$ cat src/hw/rtl/bbm_pkg.sv
`default_nettype none

package bbm_pkg;

  localparam int BLOCK_PIXELS = 16;
  localparam int BLOCK_SHIFT  = $clog2(BLOCK_PIXELS);

  localparam int PIX_W   = 11;
  localparam int COORD_W = PIX_W - BLOCK_SHIFT;
  localparam int SIZE_W  = 7;
  localparam int BITS_W  = 24;
  localparam int QP_W    = 6;
  localparam int QPF_W   = 14;
  localparam int CNT_W   = 4;
  localparam int IDX_W   = 16;
  localparam int PNUM_W  = 16;
  localparam int ERR_W   = 2;
  localparam int SPAN_W  = 4;
  localparam int BLKS_W  = 7;
  localparam int SUM_W   = 30;
  localparam int NUM_W   = 19;

  localparam logic [ERR_W-1:0] ERR_OK      = 2'd0;
  localparam logic [ERR_W-1:0] ERR_GEOM    = 2'd1;
  localparam logic [ERR_W-1:0] ERR_SHORT   = 2'd2;
  localparam logic [ERR_W-1:0] ERR_OUTSIDE = 2'd3;

  localparam logic [CNT_W-1:0] CNT_MAX = 4'd15;

  typedef enum logic [1:0] {
    OP_START = 2'd0,
    OP_CU    = 2'd1,
    OP_CTB   = 2'd2,
    OP_READ  = 2'd3
  } opcode_t;

  typedef enum logic [2:0] {
    CMD_NOP,
    CMD_CLEAR,
    CMD_SMALL,
    CMD_STORE,
    CMD_LARGE,
    CMD_TREE,
    CMD_READ
  } cmd_kind_t;

  typedef enum logic [3:0] {
    BK_IDLE,
    BK_CLEAR,
    BK_RD_ADDR,
    BK_RD_DATA,
    BK_DIV_GO,
    BK_DIV,
    BK_CHECK,
    BK_WRITE,
    BK_DONE
  } back_state_t;

  typedef struct packed {
    cmd_kind_t           kind;
    logic [COORD_W-1:0]  xb;
    logic [COORD_W-1:0]  yb;
    logic [SPAN_W-1:0]   nc;
    logic [SPAN_W-1:0]   nr;
    logic [BITS_W-1:0]   bits;
    logic [QP_W-1:0]     qp;
    logic [IDX_W-1:0]    idx;
    logic [ERR_W-1:0]    err;
    logic [PNUM_W-1:0]   pnum;
    logic                skip;
  } cmd_t;

  typedef struct packed {
    logic [BITS_W-1:0] bits;
    logic [QPF_W-1:0]  qp;
    logic [BITS_W-1:0] cu_bits;
    logic [CNT_W-1:0]  cnt;
  } map_t;

  typedef struct packed {
    logic [BITS_W-1:0] bits;
    logic [IDX_W-1:0]  idx;
  } ctb_t;

  typedef struct packed {
    logic [BITS_W-1:0]  block_bits;
    logic [QP_W-1:0]    block_qp;
    logic [BITS_W-1:0]  cu_bits;
    logic [BITS_W-1:0]  ctb_bits;
    logic [IDX_W-1:0]   ctb_id;
    logic [COORD_W-1:0] last_col;
    logic [COORD_W-1:0] last_row;
    logic [PNUM_W-1:0]  pnum;
    logic               skip;
    logic [ERR_W-1:0]   err;
  } res_t;

endpackage

`default_nettype wire

$ cat src/hw/rtl/bbm_front.sv
`default_nettype none

// Holds the picture state and turns each accepted item into a command
// for the back end, with geometry checks already resolved.
module bbm_front #(
  parameter int GRID_COLS       = 128,
  parameter int GRID_ROWS       = 128,
  parameter int MAX_UNIT_BLOCKS = 4
) (
  input  wire logic                clk,
  input  wire logic                rst_n,
  input  wire logic                accept,
  input  wire logic [1:0]          opcode,
  input  wire logic [10:0]         x_pixel,
  input  wire logic [10:0]         y_pixel,
  input  wire logic [6:0]          unit_size,
  input  wire logic [23:0]         unit_bits,
  input  wire logic [5:0]          unit_qp,
  input  wire logic [15:0]         tree_block_index,
  input  wire logic signed [31:0]  picture_order,
  input  wire logic [10:0]         picture_width,
  input  wire logic [10:0]         picture_height,
  output bbm_pkg::cmd_t            cmd
);

  import bbm_pkg::*;

  logic [31:0]        poc_r, poc_nxt;
  logic [PNUM_W-1:0]  count_r, count_nxt;
  logic [PIX_W-1:0]   width_r, width_nxt;
  logic [PIX_W-1:0]   height_r, height_nxt;
  logic               skip_r, skip_nxt;

  opcode_t            op;
  logic [COORD_W-1:0] xb, yb;
  logic               aligned, on_grid, new_pic;
  logic [2:0]         n_blk;
  logic [COORD_W:0]   tot_c, tot_r, diff_c, diff_r;
  logic [SPAN_W-1:0]  nc, nr;
  logic [ERR_W-1:0]   reg_err;

  always_comb begin
    op      = opcode_t'(opcode);
    xb      = x_pixel[PIX_W-1:BLOCK_SHIFT];
    yb      = y_pixel[PIX_W-1:BLOCK_SHIFT];
    aligned = (x_pixel[BLOCK_SHIFT-1:0] == '0) && (y_pixel[BLOCK_SHIFT-1:0] == '0);
    on_grid = (int'(xb) < GRID_COLS) && (int'(yb) < GRID_ROWS);
    n_blk   = unit_size[SIZE_W-1:BLOCK_SHIFT];
    new_pic = ($unsigned(picture_order) != poc_r);

    // Blocks touched by the picture, rounded up.
    tot_c  = (COORD_W+1)'(({1'b0, width_r} + 12'd15) >> BLOCK_SHIFT);
    tot_r  = (COORD_W+1)'(({1'b0, height_r} + 12'd15) >> BLOCK_SHIFT);
    diff_c = tot_c - {1'b0, xb};
    diff_r = tot_r - {1'b0, yb};

    if ({1'b0, xb} >= tot_c) begin
      nc = '0;
    end else if (diff_c < (COORD_W+1)'(n_blk)) begin
      nc = SPAN_W'(diff_c);
    end else begin
      nc = SPAN_W'(n_blk);
    end
    if ({1'b0, yb} >= tot_r) begin
      nr = '0;
    end else if (diff_r < (COORD_W+1)'(n_blk)) begin
      nr = SPAN_W'(diff_r);
    end else begin
      nr = SPAN_W'(n_blk);
    end

    if (unit_size[BLOCK_SHIFT-1:0] != '0 || unit_size <= 7'd16 || !aligned ||
        int'(n_blk) > MAX_UNIT_BLOCKS) begin
      reg_err = ERR_GEOM;
    end else if (nc == '0 || nr == '0) begin
      reg_err = ERR_OUTSIDE;
    end else if (int'(xb) + int'(nc) > GRID_COLS || int'(yb) + int'(nr) > GRID_ROWS) begin
      reg_err = ERR_GEOM;
    end else begin
      reg_err = ERR_OK;
    end
  end

  always_comb begin
    cmd      = '0;
    cmd.kind = CMD_NOP;
    cmd.xb   = xb;
    cmd.yb   = yb;
    cmd.nc   = SPAN_W'(1);
    cmd.nr   = SPAN_W'(1);
    cmd.bits = unit_bits;
    cmd.qp   = unit_qp;
    cmd.idx  = tree_block_index;
    cmd.err  = ERR_OK;
    cmd.pnum = count_r - 1'b1;
    cmd.skip = skip_r;
    case (op)
      OP_START: begin
        if (new_pic) begin
          cmd.kind = CMD_CLEAR;
          cmd.pnum = count_r;
          cmd.skip = 1'b0;
        end else begin
          cmd.skip = 1'b1;
        end
      end
      OP_CU: begin
        if (unit_size < 7'd16) begin
          if (on_grid) cmd.kind = CMD_SMALL;
          else         cmd.err  = ERR_GEOM;
        end else if (unit_size == 7'd16) begin
          if (aligned && on_grid) cmd.kind = CMD_STORE;
          else                    cmd.err  = ERR_GEOM;
        end else if (reg_err == ERR_OK) begin
          cmd.kind = CMD_LARGE;
          cmd.nc   = nc;
          cmd.nr   = nr;
        end else begin
          cmd.err = ERR_GEOM;
        end
      end
      OP_CTB: begin
        if (!skip_r) begin
          if (reg_err == ERR_OK) begin
            cmd.kind = CMD_TREE;
            cmd.nc   = nc;
            cmd.nr   = nr;
          end else begin
            cmd.err = reg_err;
          end
        end
      end
      OP_READ: begin
        if (on_grid) cmd.kind = CMD_READ;
        else         cmd.err  = ERR_GEOM;
      end
      default: cmd.kind = CMD_NOP;
    endcase
  end

  always_comb begin
    poc_nxt    = poc_r;
    count_nxt  = count_r;
    width_nxt  = width_r;
    height_nxt = height_r;
    skip_nxt   = skip_r;
    if (accept && op == OP_START) begin
      if (new_pic) begin
        poc_nxt    = $unsigned(picture_order);
        count_nxt  = count_r + 1'b1;
        width_nxt  = picture_width;
        height_nxt = picture_height;
        skip_nxt   = 1'b0;
      end else begin
        skip_nxt = 1'b1;
      end
    end
  end

  always_ff @(posedge clk) begin
    if (!rst_n) begin
      poc_r    <= '1;
      count_r  <= '0;
      width_r  <= '0;
      height_r <= '0;
      skip_r   <= 1'b0;
    end else begin
      poc_r    <= poc_nxt;
      count_r  <= count_nxt;
      width_r  <= width_nxt;
      height_r <= height_nxt;
      skip_r   <= skip_nxt;
    end
  end

endmodule

`default_nettype wire

$ cat config.mk
export PLATFORM = sky130hd
export DESIGN_NAME = bbm_front
export DESIGN_NICKNAME = d
export VERILOG_FILES = /design/src/hw/rtl/bbm_pkg.sv /design/src/hw/rtl/bbm_front.sv
export SDC_FILE = /design/constraint.sdc
export NUM_CORES = 1
export LEC_CHECK = 0
export BUFFER_PORTS_ARGS = -buffer_cell sky130_fd_sc_hd__buf_4
export CAP_MARGIN = 10
export CORE_MARGIN = 3
export CORE_UTILIZATION = 50
export DETAILED_ROUTE_END_ITERATION = 10
export PLACE_DENSITY_LB_ADDON = 0.2
export SETUP_SLACK_MARGIN = 0.3
export SYNTH_ARGS = -nofsm -noshare
export SYNTH_HDL_FRONTEND = slang
export SYNTH_SLANG_ARGS = --single-unit
$ cat constraint.sdc
create_clock -name clk -period 8 [get_ports clk]
set_input_delay 1.2 -clock clk [delete_from_list [all_inputs] [get_ports clk]]
set_output_delay 1.2 -clock clk [all_outputs]
set_load 0.01 [all_outputs]
==> results.sh <==
export IMPL_status="finished, final reports clean"
export IMPL_clk_pin_slew_ns=0.06
export IMPL_path_cells="buf_4 -> ha_1 -> fa_1 -> inv_1 -> ha_1 -> a21boi_0 -> o21ai_0 -> nand4_1 -> or4_4 -> or2_1 -> mux2i_1 -> nor2_1 -> ha_1 -> a21oi_1 -> a21boi_0 -> o2111a_1 -> a21boi_1 -> and2_1 -> o211ai_1 -> or4b_4 -> nor3_2 -> buf_4"
export IMPL_cts_buffers=9
export IMPL_viasPerCell=5.49
export IMPL_finalSetupTns_ns=0
export IMPL_grt_max_degree=72
export IMPL_reg2reg_slack_ns=5.26
export IMPL_synth_top_cell_area_share=0.248
export IMPL_vias=4916
export IMPL_ys_types=63
export IMPL_ys_seq_elements=71
export IMPL_dr_first_iter_drc_count=217
export IMPL_crit_required_ns=6.80
export IMPL_antenna_found_initial=0
export IMPL_place_hpwl_um=10300
export IMPL_drtPass1Iterations=4
export IMPL_drive_above_1_share=0.214
export IMPL_rsz0062_at_grt="false"
export IMPL_drtAntennaViolNets=0
export IMPL_clockBufferDepth=2
export IMPL_tightest_slew_ns=0.979
export IMPL_crit_top_cell="ha_1"
export IMPL_ys_async_sr_fraction=0
export IMPL_setup_violations=0
export IMPL_finClkSkew_ns=0.00642
export IMPL_portBuffers=129
export IMPL_ios=224
export IMPL_h_tree_depth=3
export IMPL_cp_start_kind="input pin"
export IMPL_final_common_cell="buf_4"
export IMPL_finalMaxSlewViolations=0
export IMPL_peakVddDrop_v=0.000147
export IMPL_worstPathMaxFanout=5
export IMPL_slowest_delay_ns=0.54
export IMPL_rows=38
export IMPL_diodes=0
export IMPL_area_growth_pct=16.9
export IMPL_grt_pass1_wl_um=21900
export IMPL_drc=0
export IMPL_synth_area_sq_um=5740
export IMPL_synth_area_top_cells="dfxtp_1 25%, mux2i_1 9.9%, xnor2_1 9.5%, buf_4 8.1%, ha_1 7.2%"
export IMPL_syn_area_per_cell_sq_um=8.34
export IMPL_fin_cells=896
export IMPL_fin_nets=922
export IMPL_period_share=0.921
export IMPL_routabilityCongestion=0.889
export IMPL_clock_latency_ns=0.33
export IMPL_root_buffer="clkbuf_16"
export IMPL_crit_slowest_cell="or4b_4"
export IMPL_fmax_ghz=0.136
export IMPL_syn_instance_count=688
export IMPL_cts_sinks=71
export IMPL_grt_pass1_vias=4797
export IMPL_end_kind="primary output"
export IMPL_multi_input_area_sq_um=3640
export IMPL_path_delay_family="simple AND/OR/NAND/NOR gates"
export IMPL_synth_edff_count=0
export IMPL_grt_usage=0.206
export IMPL_hold_class="flop to flop"
export IMPL_final_hold_violation_count=0
export IMPL_die_x_um=113
export IMPL_wire_per_inst_um=14.7
export IMPL_ctsHoldBuffers=0
export IMPL_totalWireLength_um=13200
export IMPL_worstPathArrival_ns=6.17
export IMPL_period_needed_ns=7.37
export IMPL_overflow=0
export IMPL_n_fill_cell=987
export IMPL_synth_area_leader_cell="dfxtp_1"
export IMPL_final_cell_mix="131 x buf_4, 71 x dfxtp_1, 62 x xnor2_1"
export IMPL_seq_area_sq_um=1420
export IMPL_die_area_sq_um=12800
export IMPL_seq_area_frac_synth=0.248
export IMPL_tritoncts="done"
export IMPL_crit_buf_inv=3
export IMPL_dpl_cell_count=879
export IMPL_ys_warn_count=0
export IMPL_synthFlopType="dfxtp_1"
export IMPL_core_sq_um=11000
export IMPL_start_util=0.520
export IMPL_power_density_nw_per_um2=152
export IMPL_leakage_nw=2.82
export IMPL_die_y_um=113
export IMPL_criticalPathCategory="input pin to primary output"
export IMPL_drv_cap=0
export IMPL_maxSlewHeadroom=0.348
export IMPL_fin_util=0.608
final cells by class:
class                           count  share of cell area
Multi-Input combinational cell    496               0.544
Sequential cell                    71               0.212
Timing Repair Buffer              131               0.147
Clock buffer                        9              0.0336
Tap cell                          140              0.0261
Inverter                           42              0.0235
Clock inverter                      7              0.0144
final timing paths:
kind | start | endpoint | cells after the start
worst max-delay path | x_pixel[4] | cmd[67] | 22
worst min-delay path | poc_r[23] | poc_r[23] | 2
worst max register to register | poc_r[9] | count_r[12] | 9
worst min register to register | poc_r[23] | poc_r[23] | 2
flip-flops by register name, summed over array words and instances (netlist names):
register / count
poc_r: 32
skip_r: 1
width_r: 11
height_r: 11
count_r: 16
worst register-to-register path: stages, from the launching register on:
cell     delay, ns
dfxtp_1       0.32
xnor2_1       0.17
nand4_1       0.12
nor4_1        0.74
a21oi_4       0.11
buf_4         0.43
nand3_1       0.34
nor3_1        0.10
xor2_1        0.14
and2_1        0.16
cell usage after synthesis (3+ instances only):
cell type   n
a2111oi_0   4
a21boi_0    3
a21boi_1    5
a21o_1      3
a21oi_1    25
and2_1     11
and3_1      6
and4_1      5
buf_2       5
buf_4      62
clkbuf_1   13
dfxtp_1    71
fa_1        4
ha_1       33
inv_1      42
mux2i_1    57
nand2_1    59
nand2b_1   11
nand3_1    15
nand3b_1    3
nand4_1    16
nor2_1     37
nor2b_1    35
nor3_1      7
nor3b_1     4
nor4_1     10
o211ai_1    3
o21ai_0    16
o21bai_1    4
or3_1       7
xnor2_1    62
xor2_1     13
cells by family (layout without fill, tap and decap cells):
kind of cell               count (synthesis)  after routing  share of synthesized area
AOI/OAI and AO/OA                         85             85                      0.104
xor gates and xnor gates                  75             75                      0.115
adders and majority gates                 37             37                     0.0860
buffers and inverters                    124            189                      0.123
DFF                                       71             71                      0.248
muxes                                     58             58                      0.101
other                                      1              4                   0.000654
and+or+nand+nor                          237            237                      0.223
repair_timing:
| item | 4_1_cts | 5_1_grt |
|---|---|---|
| resized for setup | 0 | 2 |
| setup buffers | 0 | 1 |
| endpoints found under the setup margin | 0 | 5 |
routing by layer:
metal  share of wire  global-route usage  up-vias
met1            0.41               0.239     2253
met3           0.084              0.0610       40
met5               0                   0        -
met4           0.026              0.0921        0
li1                -                   -     2424
met2            0.48               0.349      199
report_power, final:
group          leakage [nW]  switching (mW)  internal (mW)  total (mW)
Combinational          2.10           0.108          0.112       0.220
Clock                 0.148           0.154          0.273       0.428
Sequential            0.577         0.00834          0.364       0.372
Total                  2.82           0.271          0.749        1.02
per-stage QoR:
step                      setup WS, ns  hold WS, ns  power (mW)  area [sq um]
after floorplan                   1.24        0.463       0.539          5750
after CTS                        0.561        0.497        1.03          6680
after detailed placement         0.648        0.482       0.600          6360
after global routing             0.316        0.521        1.07          6700
final                            0.634        0.495        1.02          6700
after global placement           0.833        0.475       0.594          6360
Note: power is estimated with default switching activity, not from simulation.
