[config.mk]
export PLATFORM = sky130hd
export DESIGN_NAME = bbm_fifo
export DESIGN_NICKNAME = d
export VERILOG_FILES = /design/src/hw/rtl/bbm_fifo.sv
export SDC_FILE = /design/constraint.sdc
export NUM_CORES = 1
export LEC_CHECK = 0
export ABC_AREA = 1
export ABC_CLOCK_PERIOD_IN_PS = 1300
export BUFFER_PORTS_ARGS = -buffer_cell sky130_fd_sc_hd__clkbuf_2
export CAP_MARGIN = 25
export CORE_AREA = 10 10 55 57
export DETAILED_ROUTE_END_ITERATION = 6
export DIE_AREA = 0 0 65 67
export PLACE_DENSITY = 0.75
export SKIP_LAST_GASP = 1
export SYNTH_ARGS = -nofsm -noshare
export SYNTH_HDL_FRONTEND = slang
export SYNTH_SLANG_ARGS = --single-unit
[constraint.sdc]
create_clock -name clk -period 1.3 [get_ports clk]
set_input_delay 0.26 -clock clk [delete_from_list [all_inputs] [get_ports clk]]
set_output_delay 0.26 -clock clk [all_outputs]
set_load 0.02 [all_outputs]
[src/hw/rtl/bbm_fifo.sv]
`default_nettype none

module bbm_fifo #(
  parameter int WIDTH = 8,
  parameter int DEPTH = 2
) (
  input  wire logic             clk,
  input  wire logic             rst_n,
  input  wire logic             push,
  input  wire logic [WIDTH-1:0] push_data,
  output logic                  full,
  input  wire logic             pop,
  output logic [WIDTH-1:0]      pop_data,
  output logic                  empty
);

  localparam int AW = (DEPTH > 1) ? $clog2(DEPTH) : 1;

  logic [WIDTH-1:0] mem_r [DEPTH];
  logic [AW:0]      wr_ptr_r, wr_ptr_nxt;
  logic [AW:0]      rd_ptr_r, rd_ptr_nxt;

  assign empty    = (wr_ptr_r == rd_ptr_r);
  assign full     = (wr_ptr_r[AW] != rd_ptr_r[AW]) && (wr_ptr_r[AW-1:0] == rd_ptr_r[AW-1:0]);
  assign pop_data = mem_r[rd_ptr_r[AW-1:0]];

  always_comb begin
    wr_ptr_nxt = (push && !full) ? wr_ptr_r + 1'b1 : wr_ptr_r;
    rd_ptr_nxt = (pop && !empty) ? rd_ptr_r + 1'b1 : rd_ptr_r;
  end

  always_ff @(posedge clk) begin
    if (!rst_n) begin
      wr_ptr_r <= '0;
      rd_ptr_r <= '0;
    end else begin
      wr_ptr_r <= wr_ptr_nxt;
      rd_ptr_r <= rd_ptr_nxt;
    end
  end

  always_ff @(posedge clk) begin
    if (push && !full) begin
      mem_r[wr_ptr_r[AW-1:0]] <= push_data;
    end
  end

endmodule

`default_nettype wire

==> results of run 1 <==
[per-stage QoR]
step / total power (W) / instances / utilization / area [µm²] / setup slack [ns]
2_1_floorplan: 0.00102 / 71 / - / 850 / 0.00548
3_3_place_gp: 0.00113 / 121 / 0.524 / 1020 / 0.0634
3_5_place_dp: 0.00114 / 121 / 0.524 / 1020 / 0.0101
4_1_cts: 0.00161 / 133 / 0.639 / 1240 / -0.218
5_1_grt: 0.00176 / 136 / 0.664 / 1290 / -0.248
6_report: 0.00166 / 136 / 0.664 / 1290 / -0.184
[cell type report]
class / count / share of cell area
repair buffers: 35 / 0.256
well taps: 27 / 0.0262
flip-flops and latches: 21 / 0.455
inverters: 9 / 0.0291
clock inverters: 1 / 0.00388
multi-input cells: 40 / 0.212
clock buffers: 3 / 0.0175
[metal layers]
layer | share of wire | wire length, µm
met1 | 0.38 | 654
met2 | 0.53 | 923
met3 | 0.090 | 157
met4 | 0.0046 | 8
met5 | 0 | 0
[cells in the mapped netlist]
| master | count | area [µm²] |
|---|---|---|
| edfxtp_1 | 16 | 480 |
| nand2_1 | 16 | 60.1 |
| inv_1 | 9 | 33.8 |
| mux2_2 | 8 | 90.1 |
| nor2_1 | 6 | 22.5 |
| dfxtp_1 | 5 | 100 |
| a21oi_1 | 4 | 20.0 |
| nand2_2 | 4 | 25.0 |
| nand3_1 | 2 | 10.0 |
| buf_2 | 1 | 5.00 |
[critical path: cells and delay by family (launching register included)]
kind | cells | cell delay, ns
flops | 1 | 0.36
mux | 1 | 0.31
buf+inv | 2 | 0.26
[how the worst max path moves through the flow]
stage	startpoint	end	depth (start not counted)
floorplan	wr_ptr_r[0]	mem_r[0][0]	6
global placement	rd_ptr_r[1]	mem_r[1][2]	6
detailed placement	wr_ptr_r[0]	mem_r[1][6]	6
CTS	flop	pop_data[0]	3
global route	wr_ptr_r[0]	full	6
finish	flop	pop_data[0]	3
[power groups by stage]
stage | combinational (W) | clock [W] | sequential [W]
2_1_floorplan | 0.000208 | 0 | 0.000811
3_3_place_gp | 0.000316 | 0 | 0.000817
3_5_place_dp | 0.000322 | 0 | 0.000819
4_1_cts | 0.000488 | 0.000313 | 0.000806
5_1_grt | 0.000597 | 0.000349 | 0.000812
6_report | 0.000555 | 0.000296 | 0.000808
[state kept, by name (all words and copies together), names as in the netlist, named ones only]
signal    count
mem_r        16
wr_ptr_r      2
rd_ptr_r      2
[what timing repair did]
item / in CTS / in global routing
setup buffers: 8 / 3
setup endpoints to repair: 18 / 26
gates resized for setup: 38 / 17
pin swaps: 4 / 3
endpoints found under the hold margin: 0 / 0
[cells by family (layout without fill, tap and decap cells)]
| logic type | after synthesis | in the layout |
|---|---|---|
| simple gates | 28 | 28 |
| compound gates | 4 | 4 |
| mux | 8 | 8 |
| flops | 21 | 21 |
| buf+inv | 10 | 48 |
==> results.json, run 1 <==
{
  "hold_viol": 0,
  "synthSimpleGateAreaFrac": 0.139,
  "synthToLayoutAreaGrowth_pct": 52.1,
  "leakagePower_nw": 0.575,
  "crit_fanout": 8,
  "rsz0062_at_grt": "true",
  "clock_tree.htree_level_count": 1,
  "arrival_ns": 1.22,
  "clockRootBuffer": "clkbuf_4",
  "p_per_area_nw_per_um2": 1290,
  "finClkSkew_ns": 0.00464,
  "antenna_found_initial": 0,
  "status": "complete, but fails checks",
  "cts_tree": "built",
  "synth_fa_ha_area_frac": 0,
  "synthCells": 71,
  "grt_max_degree": 13,
  "syn_nets": 83,
  "drtAntennaViolNets": 0,
  "power_switching_w": 0.000452,
  "dr.pass1.iters": 3,
  "end_kind": "output port",
  "row_count": 16,
  "yosysWarnings": 0,
  "place.gp.congestion": 0.684,
  "post_drt_via_cell_ratio": 4.46,
  "path_cells": "buf_12 -> mux2_4 -> buf_8",
  "synth_compound_area_frac": 0.0236,
  "worstReg2RegEnd": "mem_r[0][7]",
  "drt_iter0_drc": 2,
  "worstSetupStartpointType": "flop",
  "use_met3": 0.0418,
  "r2r_cells": 8,
  "portBuffers": 21,
  "synth.area.mux_share": 0.106,
  "finalWorstSetupSlack_ns": -0.184,
  "insertion_delay_ns": 0.29,
  "grt_overflow": 0,
  "grt_pass1_wl_mm": 2.83,
  "hp-class": "input pin to flop",
  "synth_xor_area_frac": 0,
  "violations": "setup timing",
  "grt_pass1_vias": 686,
  "slew_viol_final": 0,
  "worstReg2RegStart": "wr_ptr_r[0]",
  "dp_hpwl_mm": 1.15,
  "ys_seq_area_frac": 0.685,
  "synth-seq-cells": 21,
  "synth_cell_types": 10,
  "cts_sinks": 21,
  "ctsHoldBuffers": 0,
  "final_cell_mix": "16 x edfxtp_1, 15 x nand2_1, 11 x clkbuf_2, 11 x buf_4, 10 x buf_8",
  "setup-violations-final": 10,
  "whs_ns": 0.153,
  "crit_path_max_incr_delay_ns": 0.36,
  "peakVddDrop_v": 0.000851,
  "seqCellArea_um2": 587,
  "wire_per_inst_um": 12.8,
  "p_int_w": 0.00121,
  "p_seq_frac": 0.487,
  "rrSetupSlack_ns": 0,
  "wl_mm": 1.74,
  "grt_util_met2": 0.154,
  "grtUsageTotal": 0.0820,
  "fin_crit_ns": 1.48,
  "slowest_stage": "dfxtp_2",
  "num-fill-cells": 140,
  "clkSlewWorstSetupHoldPaths_ns": 0.11,
  "swShare": 0.272,
  "numCtsBuffers": 3,
  "cap_violations": 0,
  "slew_headroom": 0.892,
  "n_antenna_cell": 0,
  "path_class": "flop to output port",
  "min_delay_path_depth": 1,
  "vias": 606,
  "ctsLongestPathBuffers": 2,
  "nets": 122,
  "multi_input_area_um2": 273,
  "required_ns": 1.04,
  "ioPinCount": 22,
  "mappedNetlistArea_um2": 847,
  "period_share": 1.14,
  "synth_top_family_by_area": "simple AND/OR/NAND/NOR gates",
  "use_met1": 0.0733,
  "max_freq_mhz": 674,
  "drive_above_1_share": 0.596,
  "layout_commonest_cell": "edfxtp_1",
  "p_comb_frac": 0.335,
  "synth.avg_cell_area_um2": 11.9,
  "hold_path.startpoint": "push_data[6]",
  "die_y_um": 67,
  "die_area_um2": 4360,
  "whs_endpoint": "mem_r[0][6]",
  "grt-busiest-layer": "met2",
  "start_util": 0.436,
  "clkPwrFrac": 0.179,
  "route.detailed.drc": 0,
  "core_um2": 1940,
  "die_x_um": 65,
  "worst_pin_slew_ns": 0.161,
  "setup_tns_ns": -1.74
}
No activity file was read; power rests on OpenSTA's default activity.
==> inputs of run 2 (changes only) <==
==> constraint.sdc (replaced) <==
create_clock -name clk -period 1.3 [get_ports clk]
set_input_delay 0.13 -clock clk [delete_from_list [all_inputs] [get_ports clk]]
set_output_delay 0.13 -clock clk [all_outputs]
set_load 0.02 [all_outputs]
==> run 2 against run 1 <==
Effect of this change:
- the flow still finishes with violations (setup timing)
- sequential cell count did not move
- final cell count is the same
- clock power about the same
- first-iteration DRC count rose to 3.0 times the previous value
- count of clock-buffer cells in the layout unchanged
- global-route usage up 0.52 points
- setup slack better by 0.13 ns
- critical path type unchanged
- critical endpoint is now pop_data[5]
- largest cell class unchanged
- largest power group unchanged
==> results.json, run 2 (same netlist as run 1, synthesis figures left out) <==
{
  "slew_viol_final": 0,
  "drtAntennaViolNets": 0,
  "start_util": 0.436,
  "clock_tree.htree_level_count": 1,
  "layout_commonest_cell": "edfxtp_1",
  "die_x_um": 65,
  "placed_cells": 120,
  "p_int_w": 0.00118,
  "p_comb_frac": 0.310,
  "status": "complete, but fails checks",
  "violations": "setup timing",
  "grt_pass1_vias": 648,
  "clkSlewWorstSetupHoldPaths_ns": 0.11,
  "n_antenna_cell": 0,
  "drt_iter0_drc": 6,
  "clockRootBuffer": "clkbuf_4",
  "worstReg2RegStart": "wr_ptr_r[1]",
  "synthToLayoutAreaGrowth_pct": 54.1,
  "num-fill-cells": 149,
  "worst_pin_slew_ns": 0.171,
  "multi_input_area_um2": 275,
  "grt_overflow": 0,
  "place.gp.congestion": 0.698,
  "design_area_um2": 1310,
  "crit_fanout": 8,
  "placed_area_um2": 998,
  "rrSetupSlack_ns": 0.02,
  "portBuffers": 21,
  "post_drt_via_cell_ratio": 4.65,
  "hold_viol": 0,
  "dr.pass1.iters": 4,
  "whs_endpoint": "mem_r[0][5]",
  "drive_above_1_share": 0.578,
  "seqCellArea_um2": 594,
  "fin_crit_ns": 1.35,
  "nets": 122,
  "core_um2": 1940,
  "ctsLongestPathBuffers": 2,
  "end_kind": "output port",
  "worstReg2RegEnd": "mem_r[0][2]",
  "cts_sinks": 21,
  "finalWorstSetupSlack_ns": -0.0487,
  "clkPwrFrac": 0.183,
  "ioPinCount": 22,
  "cap_violations": 0,
  "finClkSkew_ns": 0.00968,
  "slew_headroom": 0.886,
  "arrival_ns": 1.22,
  "grt_max_degree": 13,
  "timing.critical_path.buf_inv": 1,
  "hp-class": "input pin to flop",
  "period_share": 1.04,
  "min_delay_path_depth": 1,
  "largest_reg_flops": 16,
  "vias": 633,
  "wl_mm": 1.76,
  "setup-violations-final": 9,
  "peakVddDrop_v": 0.000767,
  "rsz0062_at_grt": "true",
  "leakagePower_nw": 0.567,
  "slowest_stage": "dfxtp_4",
  "grtUsageTotal": 0.0872,
  "row_count": 16,
  "p_per_area_nw_per_um2": 1250,
  "insertion_delay_ns": 0.30,
  "power_switching_w": 0.000445,
  "cts_tree": "built",
  "hold_path.startpoint": "push_data[5]",
  "worstSetupStartpointType": "flop",
  "antenna_found_initial": 0,
  "max_freq_mhz": 741,
  "route.detailed.drc": 0,
  "die_area_um2": 4360,
  "swShare": 0.274,
  "crit_family": "flip-flops",
  "path_class": "flop to output port",
  "numCtsBuffers": 3,
  "path_cells": "mux2_4 -> buf_8",
  "die_y_um": 67,
  "crit_path_max_incr_delay_ns": 0.46,
  "grt_pass1_wl_mm": 2.91,
  "r2r_cells": 8,
  "p_seq_frac": 0.507,
  "dp_hpwl_mm": 1.16,
  "required_ns": 1.17,
  "final_cell_count_no_fill": 136,
  "wire_per_inst_um": 12.9,
  "final_cell_mix": "16 x edfxtp_1, 12 x nand2_1, 11 x clkbuf_2"
}
run 2: changes by cell type in the layout (fill, tap and decap cells not counted):
cell	delta
nand2_4	-1
buf_6	+3
inv_2	-1
dlygate4sd3_1	+5
nand2_1	-3
buf_4	-6
dfxtp_2	-3
buf_12	-1
buf_8	-1
inv_4	+1
nand2_2	+4
dfxtp_4	+3
run 2: per-layer routing:
layer | global-route usage | part of all wire
met5 | 0 | 0
met4 | 0.0401 | 0.014
met3 | 0.0502 | 0.093
met2 | 0.151 | 0.52
met1 | 0.0820 | 0.37
run 2: repair_timing:
item	CTS	global route
hold buffers	0	5
endpoints found under the hold margin	0	10
gates resized for setup	39	24
setup buffers	6	1
pin swaps	4	4
endpoints found under the setup margin	10	26
run 2: worst max-delay path by stage:
| stage | start | cells past startpoint | end | slack [ns] |
|---|---|---|---|---|
| 2_1_floorplan | wr_ptr_r[0] | 6 | mem_r[0][0] | 0.005 |
| 3_3_place_gp | wr_ptr_r[0] | 7 | mem_r[0][2] | 0.06 |
| 3_5_place_dp | wr_ptr_r[0] | 6 | mem_r[1][2] | 0.02 |
| 4_1_cts | flop | 2 | pop_data[1] | -0.08 |
| 5_1_grt | flop | 2 | pop_data[0] | -0.11 |
| 6_report | flop | 2 | pop_data[5] | -0.05 |
run 2: per-stage QoR:
step | hold WS (ns) | setup WS [ns] | setup TNS [ns] | power [W] | utilization
after floorplan | 0.229 | 0.00548 | 0 | 0.00102 | -
after global placement | 0.327 | 0.0591 | 0 | 0.00111 | 0.514
after detailed placement | 0.324 | 0.0174 | 0 | 0.00112 | 0.514
final | 0.0277 | -0.0487 | -0.381 | 0.00163 | 0.672
after CTS | 0.00777 | -0.0753 | -0.656 | 0.00156 | 0.617
after global routing | 0.00130 | -0.108 | -1.37 | 0.00173 | 0.672
run 2: power groups by stage:
stage               sequential, W  combinational [W]  clock [W]
floorplan                0.000811           0.000208          0
global placement         0.000827           0.000287          0
detailed placement       0.000831           0.000290          0
CTS                      0.000824           0.000427   0.000311
global route             0.000831           0.000542   0.000355
finish                   0.000824           0.000504   0.000298
run 2: layout make-up:
class | instances | share of cell area
repair buffers | 35 | 0.256
inverters | 9 | 0.0307
clock buffers | 3 | 0.0173
multi-input cells | 40 | 0.211
well taps | 27 | 0.0259
flip-flops and latches | 21 | 0.455
clock inverters | 1 | 0.00384
==> inputs of run 3 (changes only) <==
BUFFER_PORTS_ARGS = default   (was -buffer_cell sky130_fd_sc_hd__clkbuf_2)
CORE_AREA = 10 10 52 54   (was 10 10 55 57)
DIE_AREA = 0 0 62 64   (was 0 0 65 67)
DONT_BUFFER_PORTS = 1   (was default)
PLACE_DENSITY = 0.73   (was 0.75)
==> run 3 against run 2 <==
Effect of this change:
- the run now ends clean
- power shrank 14%
- utilization shrank 4.2 points
- clock power is essentially flat
- clock skew shrank 0.0051 ns
- critical endpoint is now pop_data[4]
==> results.json, run 3 (same netlist as run 1, synthesis figures left out) <==
{
  "clockRootBuffer": "clkbuf_4",
  "crit_fanout": 8,
  "finClkSkew_ns": 0.00462,
  "wl_mm": 1.55,
  "status": "complete, no violations",
  "cts_tree": "built",
  "start_util": 0.496,
  "route.detailed.drc": 0,
  "fin_crit_ns": 1.27,
  "required_ns": 1.17,
  "max_freq_mhz": 790,
  "leakagePower_nw": 0.427,
  "hp-class": "input pin to flop",
  "rsz0062_at_grt": "true",
  "clkPwrFrac": 0.214,
  "peakVddDrop_v": 0.000638,
  "wire_per_inst_um": 13.6,
  "ctsLongestPathBuffers": 2,
  "dp_hpwl_mm": 1.12,
  "slowest_stage": "dfxtp_4",
  "worst_pin_slew_ns": 0.184,
  "drtAntennaViolNets": 0,
  "grt_pass1_vias": 592,
  "vias": 527,
  "grt_max_degree": 13,
  "p_per_area_nw_per_um2": 1300,
  "antenna_found_initial": 0,
  "cts_sinks": 21,
  "die_area_um2": 3970,
  "clkSlewWorstSetupHoldPaths_ns": 0.11,
  "drt_iter0_drc": 5,
  "dp_slack_ns": 0.0499,
  "dr.pass1.iters": 3,
  "largest_reg_flops": 16,
  "path_class": "flop to output port",
  "grtUsageTotal": 0.0806,
  "die_y_um": 64,
  "placed_cells": 99,
  "slew_viol_final": 0,
  "whs_ns": 0.141,
  "hold_viol": 0,
  "p_seq_frac": 0.582,
  "final_cell_count_no_fill": 114,
  "crit_path_max_incr_delay_ns": 0.42,
  "finalWorstSetupSlack_ns": 0.0337,
  "numCtsBuffers": 3,
  "n_antenna_cell": 0,
  "place.gp.congestion": 0.647,
  "clock_tree.htree_level_count": 1,
  "setup_tns_ns": 0,
  "row_count": 15,
  "grt_pass1_wl_mm": 2.44,
  "insertion_delay_ns": 0.30,
  "grt_overflow": 0,
  "drive_above_1_share": 0.315,
  "die_x_um": 62,
  "path_cells": "mux2_2",
  "cap_violations": 0,
  "nets": 102,
  "setup-violations-final": 0,
  "fin_util": 0.630,
  "period_share": 0.974,
  "p_int_w": 0.00101,
  "arrival_ns": 1.14,
  "synthToLayoutAreaGrowth_pct": 27.0,
  "p_comb_frac": 0.204,
  "power_switching_w": 0.000388,
  "portBuffers": 0,
  "post_drt_via_cell_ratio": 4.62,
  "final_cell_mix": "16 x nand2_1, 16 x edfxtp_1, 11 x dlygate4sd3_1",
  "core_um2": 1710,
  "slew_headroom": 0.877,
  "cts_setup_buffers": 0,
  "swShare": 0.277,
  "timing.critical_path.buf_inv": 0,
  "ioPinCount": 22,
  "end_kind": "output port",
  "worstSetupStartpointType": "flop",
  "crit_family": "flip-flops"
}
-- run 3: cell count changes in the layout (fill, tap and decap cells not counted), sizes merged --
cell,previous run,this run
clkbuf,14,3
inv,8,9
buf,19,4
dlygate4sd3,5,11
clkinvlp,1,0
-- run 3: cell type report --
type                            instances  area, µm²
Clock buffer                            3       22.5
Sequential cell                        21        592
Timing Repair Buffer                   15        156
Inverter                                9       38.8
Clock inverter                          1       5.00
Multi-Input combinational cell         40        230
Tap cell                               25       31.3
Fill cell                             137        632
-- run 3: what timing repair did --
action,CTS,global route
hold buffers,11,0
gates cloned,0,0
pin swaps,0,2
endpoints found under the setup margin,9,8
resized for setup,6,6
hold endpoints to repair,21,0
-- run 3: path summary, 6_finish.rpt --
path | slack [ns] | end | cells past startpoint | from
min | 0.14 | rd_ptr_r[0] | 5 | pop
min reg2reg | 0.53 | rd_ptr_r[0] | 2 | rd_ptr_r[0]
max | 0.03 | pop_data[4] | 1 | flop
max reg2reg | 0.08 | mem_r[0][6] | 7 | rd_ptr_r[0]
-- run 3: metal layers --
metal	up-vias	wire (µm)	track usage
met2	13	845	0.153
met5	-	0	0
met4	0	0	0.0335
li1	274	-	-
met3	0	140	0.0435
met1	240	562	0.0632
-- run 3: power by group through the flow --
stage               Sequential [W]  Clock (W)  Combinational, W
floorplan                 0.000811          0          0.000208
global placement          0.000826          0          0.000246
detailed placement        0.000828          0          0.000250
CTS                       0.000816   0.000309          0.000283
global route              0.000822   0.000338          0.000315
finish                    0.000816   0.000299          0.000286
-- run 3: stage by stage --
| step | area [µm²] | power, W |
|---|---|---|
| global placement | 918 | 0.00107 |
| CTS | 1060 | 0.00141 |
| finish | 1080 | 0.00140 |
| detailed placement | 918 | 0.00108 |
| floorplan | 850 | 0.00102 |
| global route | 1080 | 0.00147 |
